===== src/rtl/aup_pkg.sv =====
// ----------------------------------------------------------------------------
// aup_pkg
// Shared types and character constants for the ASCII unsigned integer parser.
// ----------------------------------------------------------------------------
package aup_pkg;

    localparam int unsigned BASE_W  = 6;
    localparam int unsigned VALUE_W = 64;
    localparam int unsigned COUNT_W = 16;
    localparam int unsigned CHAR_W  = 8;
    localparam int unsigned OUT_W   = 88;   // 86 payload bits padded to bytes

    localparam logic [CHAR_W-1:0] CH_NUL   = 8'h00;
    localparam logic [CHAR_W-1:0] CH_TAB   = 8'h09;
    localparam logic [CHAR_W-1:0] CH_LF    = 8'h0A;
    localparam logic [CHAR_W-1:0] CH_SPACE = 8'h20;
    localparam logic [CHAR_W-1:0] CH_ZERO  = 8'h30;
    localparam logic [CHAR_W-1:0] CH_NINE  = 8'h39;
    localparam logic [CHAR_W-1:0] CH_UP_A  = 8'h41;
    localparam logic [CHAR_W-1:0] CH_UP_X  = 8'h58;
    localparam logic [CHAR_W-1:0] CH_UP_Z  = 8'h5A;
    localparam logic [CHAR_W-1:0] CH_LO_A  = 8'h61;
    localparam logic [CHAR_W-1:0] CH_LO_X  = 8'h78;
    localparam logic [CHAR_W-1:0] CH_LO_Z  = 8'h7A;

    // offsets that map a character onto its digit value
    localparam logic [CHAR_W-1:0] OFS_UP   = 8'h37;   // 'A' - 10
    localparam logic [CHAR_W-1:0] OFS_LO   = 8'h57;   // 'a' - 10

    localparam logic [BASE_W-1:0] BASE_OCT = 6'd8;
    localparam logic [BASE_W-1:0] BASE_DEC = 6'd10;
    localparam logic [BASE_W-1:0] BASE_HEX = 6'd16;
    localparam logic [BASE_W-1:0] BASE_DETECT = 6'd0;
    localparam logic [BASE_W-1:0] BASE_RST = BASE_DEC;

    localparam logic [COUNT_W-1:0] COUNT_MAX = '1;

    typedef enum logic [2:0] {
        PH_SKIP   = 3'd0,
        PH_ZERO0  = 3'd1,
        PH_HEX0   = 3'd2,
        PH_DIGITS = 3'd3,
        PH_DONE   = 3'd4
    } t_phase;

    typedef struct packed {
        logic              is_ws;
        logic              is_nul;
        logic              is_zero;
        logic              is_x;
        logic              is_alnum;
        logic [BASE_W-1:0] digit_val;
    } t_char_class;

endpackage


===== src/rtl/aup_char_decode.sv =====
// ----------------------------------------------------------------------------
// aup_char_decode
// Classifies one character and gives its digit value.
// ----------------------------------------------------------------------------
module aup_char_decode
    import aup_pkg::*;
(
    input  logic [CHAR_W-1:0] i_char,
    output t_char_class       o_class
);

    logic is_num;
    logic is_up;
    logic is_lo;
    logic [CHAR_W-1:0] w_val;

    assign is_num = (i_char >= CH_ZERO) && (i_char <= CH_NINE);
    assign is_up  = (i_char >= CH_UP_A) && (i_char <= CH_UP_Z);
    assign is_lo  = (i_char >= CH_LO_A) && (i_char <= CH_LO_Z);

    always_comb begin
        if (is_num) begin
            w_val = i_char - CH_ZERO;
        end else if (is_up) begin
            w_val = i_char - OFS_UP;
        end else begin
            w_val = i_char - OFS_LO;
        end
    end

    assign o_class.is_ws     = (i_char == CH_SPACE) || (i_char == CH_TAB) || (i_char == CH_LF);
    assign o_class.is_nul    = (i_char == CH_NUL);
    assign o_class.is_zero   = (i_char == CH_ZERO);
    assign o_class.is_x      = (i_char == CH_UP_X) || (i_char == CH_LO_X);
    assign o_class.is_alnum  = is_num || is_up || is_lo;
    assign o_class.digit_val = w_val[BASE_W-1:0];

endmodule


===== src/rtl/aup_parse_core.sv =====
// ----------------------------------------------------------------------------
// aup_parse_core
// Parse state, digit multiply-add and result register.
// ----------------------------------------------------------------------------
module aup_parse_core
    import aup_pkg::*;
(
    input  logic               i_clk,
    input  logic               i_rst_n,
    input  logic               i_fire,
    input  logic               i_last,
    input  t_char_class        i_class,
    input  logic [BASE_W-1:0]  i_number_base,
    input  logic               i_res_ready,
    output logic               o_res_free,
    output logic               o_res_valid,
    output logic [VALUE_W-1:0] o_value,
    output logic [COUNT_W-1:0] o_count,
    output logic [BASE_W-1:0]  o_base
);

    t_phase             r_phase, n_phase;
    logic [VALUE_W-1:0] r_acc, n_acc;
    logic [BASE_W-1:0]  r_base, n_base;
    logic [COUNT_W-1:0] r_count, n_count;

    logic               r_res_valid;
    logic [VALUE_W-1:0] r_res_value, n_res_value;
    logic [COUNT_W-1:0] r_res_count, n_res_count;
    logic [BASE_W-1:0]  r_res_base, n_res_base;

    logic               w_inc;
    logic               w_take;
    logic [BASE_W-1:0]  w_take_base;
    logic [BASE_W-1:0]  w_dflt_base;
    logic [VALUE_W-1:0] w_prod;
    logic               w_done_str;

    assign w_dflt_base = (i_number_base == BASE_DETECT) ? BASE_DEC : i_number_base;
    assign w_prod      = r_acc * VALUE_W'(w_take_base);
    assign w_done_str  = i_fire && i_last;

    // next parse state
    always_comb begin
        n_phase     = r_phase;
        n_acc       = r_acc;
        n_base      = r_base;
        w_inc       = 1'b0;
        w_take      = 1'b0;
        w_take_base = r_base;
        unique case (r_phase)
            PH_SKIP: begin
                if (i_class.is_ws) begin
                    w_inc = 1'b1;
                end else if (i_class.is_nul) begin
                    n_base  = w_dflt_base;
                    n_phase = PH_DONE;
                end else if (i_number_base == BASE_DETECT) begin
                    if (i_class.is_zero) begin
                        n_base  = BASE_OCT;
                        w_inc   = 1'b1;
                        n_phase = PH_ZERO0;
                    end else begin
                        n_base      = BASE_DEC;
                        w_take      = 1'b1;
                        w_take_base = BASE_DEC;
                    end
                end else if (i_number_base == BASE_HEX && i_class.is_zero) begin
                    n_base  = BASE_HEX;
                    w_inc   = 1'b1;
                    n_phase = PH_HEX0;
                end else begin
                    n_base      = i_number_base;
                    w_take      = 1'b1;
                    w_take_base = i_number_base;
                end
            end
            PH_ZERO0: begin
                if (i_class.is_x) begin
                    n_base  = BASE_HEX;
                    w_inc   = 1'b1;
                    n_phase = PH_DIGITS;
                end else begin
                    w_take = 1'b1;
                end
            end
            PH_HEX0: begin
                if (i_class.is_x) begin
                    w_inc   = 1'b1;
                    n_phase = PH_DIGITS;
                end else begin
                    w_take = 1'b1;
                end
            end
            PH_DIGITS: begin
                w_take = 1'b1;
            end
            default: begin
            end
        endcase

        if (w_take) begin
            if (!i_class.is_alnum || (i_class.digit_val >= w_take_base)) begin
                n_phase = PH_DONE;
            end else begin
                n_acc   = w_prod + VALUE_W'(i_class.digit_val);
                w_inc   = 1'b1;
                n_phase = PH_DIGITS;
            end
        end

        n_count = (w_inc && (r_count != COUNT_MAX)) ? r_count + 1'b1 : r_count;
    end

    // result word
    always_comb begin
        n_res_value = n_acc;
        n_res_count = n_count;
        n_res_base  = (n_phase == PH_SKIP) ? w_dflt_base : n_base;
    end

    always_ff @(posedge i_clk) begin
        if (!i_rst_n) begin
            r_phase <= PH_SKIP;
            r_acc   <= '0;
            r_base  <= '0;
            r_count <= '0;
        end else if (w_done_str) begin
            r_phase <= PH_SKIP;
            r_acc   <= '0;
            r_base  <= '0;
            r_count <= '0;
        end else if (i_fire) begin
            r_phase <= n_phase;
            r_acc   <= n_acc;
            r_base  <= n_base;
            r_count <= n_count;
        end
    end

    always_ff @(posedge i_clk) begin
        if (!i_rst_n) begin
            r_res_valid <= 1'b0;
        end else if (w_done_str) begin
            r_res_valid <= 1'b1;
        end else if (i_res_ready) begin
            r_res_valid <= 1'b0;
        end
    end

    always_ff @(posedge i_clk) begin
        if (w_done_str) begin
            r_res_value <= n_res_value;
            r_res_count <= n_res_count;
            r_res_base  <= n_res_base;
        end
    end

    assign o_res_free  = !r_res_valid || i_res_ready;
    assign o_res_valid = r_res_valid;
    assign o_value     = r_res_value;
    assign o_count     = r_res_count;
    assign o_base      = r_res_base;

    // a finished string always leaves a result and a clean parse state
    a_res_loaded: assert property (@(posedge i_clk) disable iff (!i_rst_n)
        w_done_str |=> r_res_valid)
        else $error("result not loaded at end of string");

    a_state_clear: assert property (@(posedge i_clk) disable iff (!i_rst_n)
        w_done_str |=> (r_phase == PH_SKIP) && (r_count == '0) && (r_acc == '0))
        else $error("parse state not cleared after string");

    a_count_mono: assert property (@(posedge i_clk) disable iff (!i_rst_n)
        !w_done_str |=> r_count >= $past(r_count))
        else $error("consumed count went backwards");

    a_done_sticky: assert property (@(posedge i_clk) disable iff (!i_rst_n)
        (r_phase == PH_DONE) && !w_done_str |=> (r_phase == PH_DONE) && $stable(r_acc))
        else $error("parser left done phase inside a string");

    a_no_overrun: assert property (@(posedge i_clk) disable iff (!i_rst_n)
        w_done_str |-> o_res_free)
        else $error("result overwritten before taken");

endmodule


===== src/rtl/ascii_unsigned_integer_parser.sv =====
// ----------------------------------------------------------------------------
// ascii_unsigned_integer_parser
// Streams characters in, returns one parsed unsigned value per string.
//
// Channel    Dir  Content
// s_axis     in   tdata[7:0] char_code, tlast last_char
// m_axis     out  tdata parsed_value / consumed_count / effective_base
// i_cfg_wr   in   number_base (6 bits, reset 10)
//
// One character per cycle while the input is not stalled; each passes through
// the input register, then the parse state / multiply-add into the result
// register. Reset is synchronous and clears parse state, base = 10.
// Input stalls only when a final character meets a full, unready result.
// ----------------------------------------------------------------------------
module ascii_unsigned_integer_parser
    import aup_pkg::*;
(
    input  logic               i_clk,
    input  logic               i_rst_n,

    input  logic               s_axis_tvalid,
    output logic               s_axis_tready,
    input  logic [CHAR_W-1:0]  s_axis_tdata,   // [7:0] char_code
    input  logic               s_axis_tlast,   // last_char

    output logic               m_axis_tvalid,
    input  logic               m_axis_tready,
    output logic [OUT_W-1:0]   m_axis_tdata,   // [63:0] parsed_value, [79:64] consumed_count,
                                               // [85:80] effective_base, [87:86] zero

    input  logic               i_cfg_wr_en,
    input  logic [BASE_W-1:0]  i_cfg_wr_data
);

    logic              r_in_valid;
    logic [CHAR_W-1:0] r_in_char;
    logic              r_in_last;
    logic [BASE_W-1:0] r_number_base;

    t_char_class        w_class;
    logic               w_fire;
    logic               w_res_free;
    logic [VALUE_W-1:0] w_value;
    logic [COUNT_W-1:0] w_count;
    logic [BASE_W-1:0]  w_base;

    assign w_fire        = r_in_valid && (!r_in_last || w_res_free);
    assign s_axis_tready = !r_in_valid || w_fire;

    always_ff @(posedge i_clk) begin
        if (!i_rst_n) begin
            r_in_valid <= 1'b0;
        end else if (s_axis_tready) begin
            r_in_valid <= s_axis_tvalid;
        end
    end

    always_ff @(posedge i_clk) begin
        if (s_axis_tvalid && s_axis_tready) begin
            r_in_char <= s_axis_tdata;
            r_in_last <= s_axis_tlast;
        end
    end

    always_ff @(posedge i_clk) begin
        if (!i_rst_n) begin
            r_number_base <= BASE_RST;
        end else if (i_cfg_wr_en) begin
            r_number_base <= i_cfg_wr_data;
        end
    end

    aup_char_decode u_decode (
        .i_char  (r_in_char),
        .o_class (w_class)
    );

    aup_parse_core u_core (
        .i_clk         (i_clk),
        .i_rst_n       (i_rst_n),
        .i_fire        (w_fire),
        .i_last        (r_in_last),
        .i_class       (w_class),
        .i_number_base (r_number_base),
        .i_res_ready   (m_axis_tready),
        .o_res_free    (w_res_free),
        .o_res_valid   (m_axis_tvalid),
        .o_value       (w_value),
        .o_count       (w_count),
        .o_base        (w_base)
    );

    assign m_axis_tdata = {2'b00, w_base, w_count, w_value};

endmodule


===== config.mk =====
export PLATFORM = sky130hd
export DESIGN_NAME = ascii_unsigned_integer_parser
export DESIGN_NICKNAME = d
export VERILOG_FILES = /design/src/rtl/aup_pkg.sv /design/src/rtl/aup_char_decode.sv /design/src/rtl/aup_parse_core.sv /design/src/rtl/ascii_unsigned_integer_parser.sv
export SDC_FILE = /design/constraint.sdc
export NUM_CORES = 1
export LEC_CHECK = 0
export BUFFER_PORTS_ARGS = -buffer_cell sky130_fd_sc_hd__buf_2
export CAP_MARGIN = 25
export CORE_MARGIN = 5
export CORE_UTILIZATION = 50
export DETAILED_ROUTE_END_ITERATION = 8
export PLACE_DENSITY = 0.72
export SLEW_MARGIN = 15
export SYNTH_ARGS = -nofsm -noshare
export SYNTH_HDL_FRONTEND = slang
export SYNTH_SLANG_ARGS = --single-unit

===== constraint.sdc =====
create_clock -name i_clk -period 19.2 [get_ports i_clk]
set_clock_uncertainty 0.05 [all_clocks]
set_input_delay 0 -clock i_clk [delete_from_list [all_inputs] [get_ports i_clk]]
set_output_delay 0 -clock i_clk [all_outputs]
set_load 0.05 [all_outputs]

# After elaboration in Yosys (flattened, before gate mapping)
# Index checks and enable logic that the tools add are counted.
[totals]
ff_bits = 192
in_bits = 20
out_inout_bits = 90
word_cells = 112
[classes]
add_sub_neg = 5
mul = 1
n_lt_le_gt_ge = 7
n_eq_ne = 11
mux = 47
bitwise = 1
n_reduce_logical = 28
[op_table]
columns = ["cell", "n"]
rows = [
  ["$mux 64", 2],
  ["$mux 6", 15],
  ["$add 64x6->64", 1],
  ["$mul 64x6->64", 1],
  ["$mux 3", 8],
  ["$add 16x1->16 const B", 1],
  ["$eq 8x4->1 const B", 2],
  ["$eq 8x6->1 const B", 2],
  ["$eq 8x7->1 const B", 2],
  ["$ge 8x7->1 const B", 2],
  ["$le 8x7->1 const B", 2],
  ["$mux 1", 16],
  ["$mux 16", 1],
  ["$ne 16x16->1 const B", 1],
  ["$pmux 6 s2", 1],
  ["$sub 6x6->6 const B", 2],
  ["$logic_or 1x1->1", 9],
  ["$ge 8x6->1 const B", 1],
  ["$le 8x6->1 const B", 1],
  ["$logic_and 1x1->1", 8],
  ["$logic_not 8->1", 1],
  ["$eq 3x2->1 const B", 2],
  ["$eq 6x5->1 const B", 1],
  ["$ge 6x6->1", 1],
  ["other kinds (12)", 17],
]

# Logic depth before layout (Yosys ltp)
[logic_depth]
depth_word = 13
depth_mapped = 30
depth_no_buf = 28

# Modules after synthesis
# From an unflattened synthesis, not the netlist that was laid out.
[unflattened]
cells_unflattened = 2143
hier_area_um2 = 20179.4
[by_module_without_submodules]
columns = ["module", "n_inst", "cells_per_inst", "area_per_inst_um2", "seq_area_each_um2"]
rows = [
  ["aup_parse_core", 1, 2046, 19134.6, 4384.2],
  ["ascii_unsigned_integer_parser", 1, 38, 581.8, 410.4],
  ["aup_char_decode", 1, 59, 462.9, 0.0],
]

# Worst setup path after synthesis
# Ideal clock, no wire load.
[synth_timing]
kind = "register to register"
startpoint = "register r_in_char[0]"
endpoint = "register u_core.r_acc[61]"
setup_ns = 0.060
t_arrival_ns = 7.571
required_ns = 19.090
path_slack_ns = 11.518
path_stages_with_launch = 27
n_path_buf = 1
period_less_slack_ns = 7.682
path_cell_list = "edfxtp_1 -> inv_1 -> ha_1 -> or3b_2 -> nor4_4 -> or3_4 -> nand2_1 -> a22oi_1 -> clkbuf_1 -> nand2_1 -> fa_1 -> fa_1 -> inv_1 -> fa_1 -> inv_1 -> fa_1 -> inv_1 -> ha_1 -> nand3_1 -> o22ai_1 -> o2111ai_1 -> a211o_1 -> a2111o_1 -> a211oi_1 -> o2111ai_1 -> a2111oi_0 -> a311o_1"
[synth_between]
elab_chain_cells = 11
elab_cells_between_ends = 47
cone_classes = "add/sub (4); mul (1); order compare (7); eq/ne (6); mux (17); reduce/logical (12)"
[synth_rtl]
columns = ["item", "line_no", "source"]
rows = [
  ["from (decl)", "ascii_unsigned_integer_parser.sv:36", "logic [CHAR_W-1:0] r_in_char;"],
  ["from (signal assigned)", "ascii_unsigned_integer_parser.sv:60", "r_in_char <= s_axis_tdata;"],
  ["$eq 8x6->1", "aup_char_decode.sv:33", "assign o_class.is_zero = (i_char == CH_ZERO);"],
  ["$logic_and 1x1->1", "aup_parse_core.sv:68", "end else if (i_number_base == BASE_HEX && i_class.is_zero) begin"],
  ["$mux 6", "aup_parse_core.sv:68", ""],
  ["$mux 6", "aup_parse_core.sv:58", "end else if (i_number_base == BASE_DETECT) begin"],
  ["$mux 6", "aup_parse_core.sv:55", "end else if (i_class.is_nul) begin"],
  ["$mux 6", "aup_parse_core.sv:53", "if (i_class.is_ws) begin"],
  ["$mux 6", "aup_parse_core.sv:51", "unique case (r_phase)"],
  ["$mul 64x6->64 or $ge 6x6->1 (tied branches)", "aup_parse_core.sv:40, aup_parse_core.sv:103", ""],
  ["$add 64x6->64 or $logic_or 1x1->1 (tied branches)", "aup_parse_core.sv:106, aup_parse_core.sv:103", ""],
  ["$mux 64", "aup_parse_core.sv:103", "if (!i_class.is_alnum || (i_class.digit_val >= w_take_base)) begin"],
  ["$mux 64 (*)", "aup_parse_core.sv:102", "if (w_take) begin"],
  ["to (signal assigned)", "aup_parse_core.sv:135", "r_acc <= n_acc;"],
  ["to (decl)", "aup_parse_core.sv:23", "logic [VALUE_W-1:0] r_acc, n_acc;"],
]
# Every way passes the cells marked *; elsewhere a longest branch is shown, timed or not.
# A chain may end at the register's enable or synchronous reset.

# Final worst setup path
[layout_timing]
startpoint = "register r_in_char[0]"
endpoint = "register u_core.r_res_value[58] (netlist: u_core.o_value[58]), data pin"
[layout_between]
elab_chain_cells = 11
elab_cells_between_ends = 47
cone_classes = "add/sub (4); mul (1); order compare (7); eq/ne (6); mux (17); reduce/logical (12)"
[layout_rtl]
columns = ["item", "line_no", "source"]
rows = [
  ["$eq 8x6->1", "aup_char_decode.sv:33", ""],
  ["$logic_and 1x1->1", "aup_parse_core.sv:68", ""],
  ["$mux 6", "aup_parse_core.sv:68", ""],
  ["$mux 6", "aup_parse_core.sv:58", ""],
  ["$mux 6", "aup_parse_core.sv:55", ""],
  ["$mux 6", "aup_parse_core.sv:53", ""],
  ["$mux 6", "aup_parse_core.sv:51", ""],
  ["$mul 64x6->64 or $ge 6x6->1 (tied branches)", "aup_parse_core.sv:40, aup_parse_core.sv:103", ""],
  ["$add 64x6->64 or $logic_or 1x1->1 (tied branches)", "aup_parse_core.sv:106, aup_parse_core.sv:103", ""],
  ["$mux 64", "aup_parse_core.sv:103", ""],
  ["$mux 64 (*)", "aup_parse_core.sv:102", ""],
  ["named net u_core.n_acc[58]", "aup_parse_core.sv:23", ""],
  ["to (signal assigned)", "aup_parse_core.sv:153", "r_res_value <= n_res_value;"],
  ["to (decl)", "aup_parse_core.sv:28", "logic [VALUE_W-1:0] r_res_value, n_res_value;"],
]
# Mark *: on every way through the listed nets, which the timed path passes. The rest lies on a longest branch.

==> results by group <==
Worst setup path
  – Critical setup path kind: flip-flop to flip-flop
  – Startpoint Class: flip-flop
  – Data required time of the worst path: 19.39 ns
  – Standard cell with the maximum stage delay on the critical path: sky130_fd_sc_hd__a211oi_1
  – Crit path arrival time: 9.21 ns
  – Category of the worst setup path capture point: flip-flop
  – CP most frequent cell: sky130_fd_sc_hd__inv_1
  – Maximum fanout encountered on the critical timing path: between 60 and 70
  – Buf/Inv on CP: 6
  – Largest stage delay on the critical path: around 0.88 ns
  – Cell family with the largest share of critical-path delay: simple AND/OR/NAND/NOR gates

Logic synthesis
  – Post-synth EDFFs: 95
  – Summed instance area of the synthesized netlist: 20660 µm²
  – Syn avg cell area: approximately 9.5 µm²
  – Ranking of synthesized cells by area: sky130_fd_sc_hd__fa_1 (23%), sky130_fd_sc_hd__edfxtp_1 (14%), sky130_fd_sc_hd__dfxtp_1 (9.4%), sky130_fd_sc_hd__ha_1 (8.7%), sky130_fd_sc_hd__nor2b_1 (5.3%)
  – YS warnings: 0
  – Flip-flop cell with the highest count after synthesis: sky130_fd_sc_hd__dfxtp_1
  – Ys async rst share: 0
  – Synth Instances: roughly 2.2k
  – Count of different cell masters after synthesis: 88
  – Number of storage elements in the synthesis netlist: between 150 and 200
  – Sequential fraction of the synthesis area: 0.2320
  – Area share of the leading cell type in the synthesized netlist: 0.2325
  – Area leader, netlist: sky130_fd_sc_hd__fa_1

Global route
  – Met2 Track Usage GR: 0.3869
  – GR Util met1: 0.3347
  – Initial antenna violation count: 0
  – Met3 track utilization from global routing: 0.05010
  – Overflow left after global routing: 0
  – GRT busiest layer: met2
  – Largest net degree at the start of global routing: 64
  – First-pass GRT wire length: around 89000 µm
  – All-Layer GR Usage: 0.2419
  – Number of global-route vias before repair: 17.13k

Placed design
  – IO buf count: around 110
  – Post-Place Worst Slack: ~10 ns
  – GP Congestion: 0.9321
  – HPWL after DPL: 38460 µm
  – Placed cell areas: ~22000 µm²

Pwr
  – Switching power share of the total: 0.3596
  – Part of the total power dissipated in sequential elements: 0.409
  – IR drop worst, VDD: just over 0.07 mV
  – Net Switching: between 0.4 and 0.5 mW
  – Power Density: roughly 50 nW/µm²
  – Proportion of power drawn by combinational gates: 0.256
  – P_leak: 10.31 nW
  – Clk network pwr share: 0.335
  – Cell-internal power: about 0.7 mW

Drt
  – Vias/cell: between 5 and 6
  – Final ANT Viol Nets: 0
  – Total routed wirelength: 54090 µm
  – Pre-Repair DR Iteration Count: 5
  – Routed wirelength normalized by instance count: between 15 and 20 µm
  – Total via count in the routed design: 16.63k
  – 1st-iter DRT viols: about 1.2k
  – Residual DRC: 0

Cells and area
  – Multi-input logic area: approximately 15000 µm²
  – Share of cells above drive strength 1: 0.09496
  – Sequential cell area: about 4800 µm²
  – Final layout net count: 2634
  – ANT cells: 0
  – Final design instance area without fill: around 23000 µm²
  – Layout overhead on the synthesized area: 8.888%
  – Number of fill cells in the layout: 3572

Hold path
  – Min-Delay Path Class: input pin to flip-flop

STA
  – Clock period minus final worst setup slack: between 9 and 10 ns
  – Worst relative slew slack: 0.3052
  – Final count of hold timing violations: 0
  – Number of slew-limit violations in the final report: 0
  – Setup ws final: about 10 ns
  – Least-Margin Pin Slew: between 1 and 1.5 ns
  – Setup repair after global routing missed its margin: false
  – Total of endpoints with negative setup slack in the final report: 0
  – Upper clock frequency limit: 110.9 MHz
  – Final period util: 0.4697
  – Sum Neg Setup Slack: 0 ns
  – Worst hold slack: between 0.1 and 0.15 ns

CTS
  – Clock net sink count: ~190
  – Source-to-sink clock delay at the later pin of the worst-skew pair: 0.49 ns
  – Clock tree from TritonCTS: yes
  – Max Root-Sink Buffers: 2
  – Inserted Clock Buffers: 17
  – Worst-path clk slew: 0.08 ns
  – Number of levels in the clock H-tree: 4
  – Library cell used as clock root buffer: sky130_fd_sc_hd__clkbuf_16
  – Setup bufs post-CTS: 0

Die
  – Width of the die: ~210 µm
  – Die footprint: 45490 µm²
  – Count of standard-cell rows: 74
  – # IOs: 110
  – Placeable core region: around 41000 µm²
  – Height of the die: between 200 and 250 µm
  – Initial core utilization: 0.5061

Status
  – Result of the run: completed

Flow run
  – MaxCap Viol Count: 0
==> tightest hold or removal path, cell delays in order <==
cell                      delay, ns
sky130_fd_sc_hd__buf_2         0.08
sky130_fd_sc_hd__nor2b_1       0.07
sky130_fd_sc_hd__a31oi_1       0.31
==> worst paths after layout <==
path	start	to	slack, ns	cells after the start
max	r_in_char[0]	u_core.o_value[58]	10.18	26
min	m_axis_tready	r_in_last	0.11	3
min reg2reg	u_core.r_count[15]	u_core.r_count[15]	0.44	2
max reg2reg	r_in_char[0]	u_core.o_value[58]	10.18	26
==> cells by family (layout without fill, tap and decap cells) <==
logic type	count (synthesis)	after routing	synth area share
other	1	2	0.0001815
AND/OR/NAND/NOR	876	876	0.2257
flip-flops	192	192	0.2320
multiplexers	37	37	0.01956
buffers and inverters	203	272	0.03778
XOR/XNOR	82	82	0.03609
adder cells (fa/ha/maj)	385	385	0.3202
AO/OA/AOI/OAI	397	397	0.1285
==> layout make-up <==
cell class / count / area share
Clock inverter: 13 / 0.006061
Clock buffer: 19 / 0.02018
Sequential cell: 192 / 0.2131
Inverter: 86 / 0.01435
Tap cell: 532 / 0.02958
Multi-Input combinational cell: 1779 / 0.6738
Timing Repair Buffer: 154 / 0.04293
==> cells in the final DEF (no fill, tap or decap), drive strengths merged, types with 47 or more instances in the layout <==
master,count
buf,122
inv,94
nor2b,176
o21ai,74
a21oi,111
nor2,114
ha,144
edfxtp,95
dfxtp,97
nand2,204
nand3,49
fa,240
xnor2,47
and2,171
==> synth_stat cells, types with 5 or more instances <==
cell / instances
sky130_fd_sc_hd__fa_1: 240
sky130_fd_sc_hd__nand2_1: 202
sky130_fd_sc_hd__nor2b_1: 176
sky130_fd_sc_hd__and2_1: 171
sky130_fd_sc_hd__ha_1: 144
sky130_fd_sc_hd__nor2_1: 114
sky130_fd_sc_hd__a21oi_1: 111
sky130_fd_sc_hd__clkbuf_1: 104
sky130_fd_sc_hd__dfxtp_1: 97
sky130_fd_sc_hd__edfxtp_1: 95
sky130_fd_sc_hd__inv_1: 86
sky130_fd_sc_hd__o21ai_0: 69
sky130_fd_sc_hd__nand3_1: 49
sky130_fd_sc_hd__xnor2_1: 47
sky130_fd_sc_hd__nor3_1: 44
sky130_fd_sc_hd__xor2_1: 33
sky130_fd_sc_hd__a21o_1: 32
sky130_fd_sc_hd__mux2_2: 27
sky130_fd_sc_hd__nand4_1: 26
sky130_fd_sc_hd__a211oi_1: 23
sky130_fd_sc_hd__and3_1: 18
sky130_fd_sc_hd__nand2b_1: 17
sky130_fd_sc_hd__a31oi_1: 16
sky130_fd_sc_hd__o31ai_1: 16
sky130_fd_sc_hd__o211ai_1: 14
sky130_fd_sc_hd__o21a_1: 14
sky130_fd_sc_hd__or3_1: 13
sky130_fd_sc_hd__or4_1: 11
sky130_fd_sc_hd__mux2i_1: 10
sky130_fd_sc_hd__a21boi_0: 8
sky130_fd_sc_hd__buf_2: 8
sky130_fd_sc_hd__o21bai_1: 8
sky130_fd_sc_hd__a2111oi_0: 7
sky130_fd_sc_hd__a211o_1: 6
sky130_fd_sc_hd__a311o_1: 6
sky130_fd_sc_hd__o211a_1: 6
sky130_fd_sc_hd__a22oi_1: 5
sky130_fd_sc_hd__nor4_1: 5
sky130_fd_sc_hd__nor4b_1: 5
sky130_fd_sc_hd__o21ai_1: 5
==> metrics by stage <==
stage / util / power (mW) / instances
after floorplan: - / 0.6671 / 2174
after global placement: 0.5288 / 0.7389 / 2711
after detailed placement: 0.5288 / 0.7456 / 2711
after CTS: 0.5509 / 1.126 / 2774
after global routing: 0.5511 / 1.174 / 2775
final: 0.5511 / 1.123 / 2775
==> power by group through the flow <==
stage	clock, mW	sequential (mW)	combinational [mW]
after CTS	0.382	0.459	0.285
after floorplan	0	0.481	0.187
after global routing	0.396	0.461	0.317
final	0.376	0.459	0.287
after detailed placement	0	0.468	0.278
after global placement	0	0.468	0.271
==> state kept, by name, indices dropped and copies added, names as in the netlist <==
| register | cells |
|---|---|
| u_core.o_res_valid | 1 |
| u_core.r_phase | 3 |
| r_number_base | 6 |
| u_core.o_value | 64 |
| u_core.r_base | 6 |
| u_core.o_base | 6 |
| r_in_valid | 1 |
| u_core.o_count | 16 |
| u_core.r_count | 16 |
| u_core.r_acc | 64 |
| r_in_last | 1 |
| r_in_char | 8 |
==> what timing repair did <==
item	in CTS	in global routing
resized for setup	0	0
endpoints found under the hold margin	26	0
hold buffers	31	0
==> metal layers <==
layer | routed length, µm | part of all wire
met1 | 23590 | 0.44
met2 | 25670 | 0.47
met3 | 3486 | 0.064
met4 | 1344 | 0.025
met5 | 0 | 0
No activity file was read; power rests on OpenSTA's default activity.
